File: src/rtl/rda_pkg.sv
// Shared types, constants and helpers for the radiation drag accelerator.
// No dependencies; the other rtl files but rda_checker refer to it by scoped names.
package rda_pkg;

  // 1/c in Q60, c being the speed of light in simulation units
  localparam logic [63:0] INV_C_Q60 = 64'd114548520276345;
  localparam logic [63:0] MAG_MAX   = 64'h7FFF_FFFF_FFFF_FFFF;
  localparam logic [63:0] OUT_POS_MAX = 64'h007F_FFFF_FFFF_FFFF;
  localparam logic [63:0] OUT_NEG_MAX = 64'h0080_0000_0000_0000;

  // configuration register indexes
  localparam logic [3:0] REG_STAR_POS_X = 4'd0;
  localparam logic [3:0] REG_STAR_VEL_X = 4'd3;
  localparam logic [3:0] REG_GRAV_CONST = 4'd6;
  localparam logic [3:0] REG_STAR_MASS  = 4'd7;

  localparam int QPTRW = 1;  // queue holds 2 words

  typedef enum logic [1:0] {
    OP_MUL,
    OP_DIV,
    OP_SQRT
  } arith_op_e;

  typedef struct packed {
    arith_op_e    op;
    logic [127:0] a;
    logic [63:0]  b;
  } arith_req_t;

  typedef logic [56:0] diff_t;

  typedef struct packed {
    logic        skip;
    logic [32:0] beta;
    diff_t [2:0] d;
    diff_t [2:0] dv;
  } item_t;

  typedef struct packed {
    logic [54:0] grav;
    logic [54:0] mass;
  } gm_cfg_t;

  // clamp an unsigned magnitude to 2^63-1, msb of the result flags the clip
  function automatic logic [64:0] clamp63(input logic [127:0] x);
    logic over;
    over = |x[127:63];
    return over ? {1'b1, MAG_MAX} : {1'b0, x[63:0]};
  endfunction

endpackage

File: src/rtl/rda_fifo.sv
// Two-word queue between front and back of the radiation drag accelerator.
// Depends on rda_pkg (item_t, QPTRW).
module rda_fifo (
  input  logic           clk_i,
  input  logic           rst_ni,
  input  logic           push_i,
  input  rda_pkg::item_t item_i,
  output logic           full_o,
  input  logic           pop_i,
  output rda_pkg::item_t item_o,
  output logic           empty_o
);

  rda_pkg::item_t             mem_q [2];
  logic [rda_pkg::QPTRW-1:0]  wr_q, rd_q;
  logic [rda_pkg::QPTRW:0]    cnt_q;

  assign full_o  = cnt_q[rda_pkg::QPTRW];
  assign empty_o = (cnt_q == '0);
  assign item_o  = mem_q[rd_q];

  always_ff @(posedge clk_i or negedge rst_ni) begin
    if (!rst_ni) begin
      wr_q  <= '0;
      rd_q  <= '0;
      cnt_q <= '0;
    end else begin
      if (push_i) begin
        mem_q[wr_q] <= item_i;
        wr_q        <= wr_q + 1'b1;
      end
      if (pop_i) rd_q <= rd_q + 1'b1;
      if (push_i && !pop_i) cnt_q <= cnt_q + 1'b1;
      else if (pop_i && !push_i) cnt_q <= cnt_q - 1'b1;
    end
  end

endmodule

File: config.mk
export PLATFORM = sky130hd
export DESIGN_NAME = rda_fifo
export DESIGN_NICKNAME = d
export VERILOG_FILES = /design/src/rtl/rda_pkg.sv /design/src/rtl/rda_fifo.sv
export SDC_FILE = /design/constraint.sdc
export NUM_CORES = 1
export LEC_CHECK = 0
export ABC_CLOCK_PERIOD_IN_PS = 15800
export BUFFER_PORTS_ARGS = -buffer_cell sky130_fd_sc_hd__buf_2
export CORE_AREA = 5 5 293 295
export DETAILED_ROUTE_END_ITERATION = 16
export DIE_AREA = 0 0 298 300
export PLACE_DENSITY = 0.57
export SLEW_MARGIN = 20
export SYNTH_ARGS = -nofsm -noshare
export SYNTH_HDL_FRONTEND = slang
export SYNTH_SLANG_ARGS = --single-unit
File: constraint.sdc
create_clock -name clk_i -period 15.8 [get_ports clk_i]
set_input_delay 1.58 -clock clk_i [delete_from_list [all_inputs] [get_ports clk_i]]
set_output_delay 1.58 -clock clk_i [all_outputs]
set_load 0.01 [all_outputs]
**Word level (Yosys, flattened, before mapping)**

Memory sizes are Yosys's and may differ from the RTL's.
Cells that the tools add are included.

- Add/sub/neg operators: 4
- Mux-type cells: 4
- Reduce and logical (&&, ||, !) cells: 7

Operators by type and width:

| cell | number |
|---|---|
| $mux W2 | 2 |
| $logic_and A1 B1 Y1 | 3 |
| $add A1 B1 Y1 const B | 2 |
| $add A2 B1 Y2 const B | 1 |
| $logic_not A1 Y1 | 2 |
| $logic_not A2 Y1 | 1 |
| $mux W1 | 2 |
| $reduce_bool A2 Y1 | 1 |
| $sub A2 B1 Y2 const B | 1 |

- Bits in registers: 4
- Memory bits (writable): 752
- Bits of input ports: 380
- Output and inout port bits: 378
- Logic and storage cells: 19
- Memories: 1

Memory list:

| name | depth | bits a word | read ports | clocked after memory_dff | wr ports | line | text |
|---|---|---|---|---|---|---|---|
| mem_q | 2 | 376 | 1 | 0 | 1 | rda_fifo.sv:14 | `rda_pkg::item_t mem_q [2];` |

**Depth between registers and ports, before layout**

- Depth after elaboration: 4
- Depth in mapped cells: 5
- Gate-level depth less buffers: 5

**Worst setup path after synthesis**

OpenSTA, ideal clock, no wires.

- Path type: input -> register
- Start point: in push_i
- End point: mem mem_q[0][0] (netlist bit) (enable)
- Library setup time: 1.134 ns
- Arrival time: 17.392 ns
- Required time: 14.666 ns
- Setup slack: -2.727 ns
- Stages on the path: 2
- Path buffers: 0
- Cell sequence: nand2_1 nor2_1

- Word-level cells in the longest chain between the ends: 3

RTL lines:

| item | line | text |
|---|---|---|
| from (decl) | rda_fifo.sv:6 | `input logic push_i,` |
| $mux W1 | rda_fifo.sv:28 | `if (push_i) begin` |
| $logic_and A1 B1 Y1 (not written as such) | rda_fifo.sv:29 | `mem_q[wr_q] <= item_i;` |
| $mux W1 (not written as such) | rda_fifo.sv:29 |  |
| to (decl) | rda_fifo.sv:14 |  |

Every way passes these cells.

==> flow_summary.json <==
{
  "path_clk_slew_ps": 60,
  "cts_made_buffers": 82,
  "synthArstFlopShare_pct": 0.529,
  "area_delta_synth_final_pct": 27.1,
  "drc_errors": 0,
  "wirelength_mm": 69.1,
  "io_pins": 758,
  "ctsResizeCount": 0,
  "hold_violations": 0,
  "total_power_mw": 5.80,
  "synth-main-ff-cell": "edfxtp_1",
  "synth_most_common_cell": "edfxtp_1",
  "clock_path_buffers": 3,
  "grt_pass1_vias": 15600,
  "cts_tree": "built",
  "wl_per_cell_um": 21.9,
  "synthDistinctLibCells": 12,
  "synth.avg_cell_area_sq_um": 23.1,
  "syn_inst": 1186,
  "synth_edf_count": 752,
  "die_h_um": 300,
  "dp_hpwl_mm": 48.5,
  "cts_setup_buffers": 0,
  "fillers": 7393,
  "synth_nets": 1567,
  "max_stage_delay_ps": 1140,
  "die_x_um": 298,
  "synth_top_area_share_pct": 82.3,
  "end_kind": "output port",
  "hp-class": "flop to flop",
  "start_kind": "flop",
  "max-cap-violations": 0,
  "cts_max_level": 3,
  "viasPerCell": 4.53,
  "worstMarginPinSlew_ps": 1330,
  "worstSkewPairLatency_ps": 620,
  "cts_hold_buf": 0,
  "rows": 106,
  "nNetsFinal": 2380,
  "relSlewSlack_pct": 11.0,
  "status": "completed",
  "cp.required_ps": 14220,
  "worst-path-max-fanout": 81,
  "synthTopCellsByCount": "edfxtp_1 (752), mux2_2 (376), buf_6 (38)",
  "cp_data_arrival_time_ps": 4400,
  "die_area_sq_um": 89400,
  "synthTopCellsByArea": "edfxtp_1 (82%), mux2_2 (15%), buf_6 (1.6%), dfrtp_1 (0.36%), xor2_1 (0.13%)",
  "fin_skew_ps": 27.0,
  "rsz0062_at_grt": "false",
  "initial_core_util_pct": 33.1,
  "clock-root-buffer": "clkbuf_16",
  "p_per_area_nw_per_um2": 166,
  "fin_setup_tns_ps": 0,
  "synth_seq_area_share_pct": 82.6,
  "overflow": 0,
  "ant_nets": 0,
  "cp_cell_sequence": "buf_4 > buf_4 > mux2_2 > buf_2",
  "setup_slack_ps": 9820,
  "synth_largest_area_cell": "edfxtp_1",
  "setup_violations": 0,
  "crit_slowest_cell": "dfrtp_4",
  "path_common_cell": "buf_4",
  "grt_pass1_wl_mm": 99.2,
  "place.gp.congestion": 0.829,
  "drt_pass1_iterations": 4,
  "grt.total_usage_pct": 14.6,
  "leakage_nw": 12.8,
  "vias": 14300,
  "grt_max_degree": 161,
  "dpl_worst_slack_ps": 10410,
  "fin_crit_sh_pct": 37.9,
  "core_area_sq_um": 82900,
  "fmax_ghz": 0.167,
  "worstSetupPathType": "flop to output port",
  "vdd_drop_max_uv": 87.5,
  "placed_area_sq_um": 32300,
  "antenna_found_initial": 26,
  "synth_area_sq_um": 27400,
  "stdcell_area_sq_um": 34900,
  "slew_viol_final": 0,
  "drive_above_1_share_pct": 61.1,
  "post-route-min-period_ps": 5980,
  "synth_warnings": 0,
  "port_buffers": 757,
  "cts.sinks": 756,
  "drtIter0Drc": 753,
  "synth_seq_cells": 756
}
-- path summary, 6_finish.rpt --
path | startpoint | endpoint | slack, ps | cells after the start
min in group asynchronous | rst_ni | rd_q | 850 | 1
min | cnt_q[0] | cnt_q[0] | 520 | 1
max | rd_q | item_o[195] | 9820 | 4
max reg2reg | wr_q | mem_q[0][97] | 12260 | 5
max in group asynchronous | rst_ni | rd_q | 14700 | 1
min reg2reg | cnt_q[0] | cnt_q[0] | 520 | 1
-- report_power, final --
group          total, mW  switching, mW  internal (mW)
registers           2.55         0.0882           2.46
logic               1.45          0.788          0.662
clock network       1.80          0.771           1.03
total               5.80           1.65           4.15
-- cell type report --
class | instances | area (sq um) | area share (%)
timing repair buffer | 771 | 3930 | 11.3
antenna | 16 | 40.0 | 0.115
sequential | 756 | 22700 | 65.0
multi-input combinational | 387 | 4320 | 12.4
tap | 1080 | 1350 | 3.87
inverter | 1 | 3.75 | 0.0108
clock buffer | 99 | 2160 | 6.19
clock inverter | 49 | 390 | 1.12
-- state kept, by name (all words and copies together) (netlist names) --
signal,cells
cnt_q,2
wr_q,1
rd_q,1
mem_q,752
-- cell usage in the layout, fill, tap and decap left out --
cell type / instances
xor2_1: 4
clkbuf_16: 84
buf_2: 757
xnor2_1: 1
clkinv_16: 2
clkbuf_1: 15
buf_6: 1
nor2_4: 1
inv_6: 2
ha_1: 1
clkinvlp_4: 3
diode_2: 16
inv_16: 2
dfrtp_4: 1
mux2_2: 376
clkinv_2: 13
bufinv_16: 3
clkinv_4: 1
and3_4: 1
edfxtp_1: 752
clkinv_1: 23
buf_12: 1
buf_4: 11
nand2_1: 1
inv_1: 1
nor2_1: 2
dfrtp_1: 3
buf_16: 1
-- logic make-up after synthesis --
| family | Yosys count | share of synthesized area (%) |
|---|---|---|
| flip-flops | 756 | 82.6 |
| multiplexers | 376 | 15.4 |
| buffers and inverters | 43 | 1.65 |
| XOR/XNOR | 5 | 0.160 |
| AND/OR/NAND/NOR | 5 | 0.0775 |
| adder cells (fa/ha/maj) | 1 | 0.0456 |
-- per-layer routing --
layer / track usage (%) / vias up / share of wire [%]
met5: 0 / - / 0.12
met4: 5.34 / 14 / 3.2
met3: 4.97 / 136 / 7.5
met2: 26.2 / 549 / 52
met1: 16.2 / 7172 / 37
li1: - / 6424 / -
-- critical path: cells and delay by family, from the launching register on --
family / cells / cell delay (ps)
multiplexers: 1 / 430
flip-flops: 1 / 1140
buffers and inverters: 3 / 2000
-- metrics by stage --
stage | hold slack [ps] | cells | util, %
4_1_cts | 527 | 3142 | 42.0
6_report | 518 | 3159 | 42.1
5_1_grt | 558 | 3154 | 42.1
2_1_floorplan | 474 | 1186 | -
3_3_place_gp | 499 | 2994 | 38.9
3_5_place_dp | 512 | 2994 | 38.9
No activity file was read; power rests on OpenSTA's default activity.
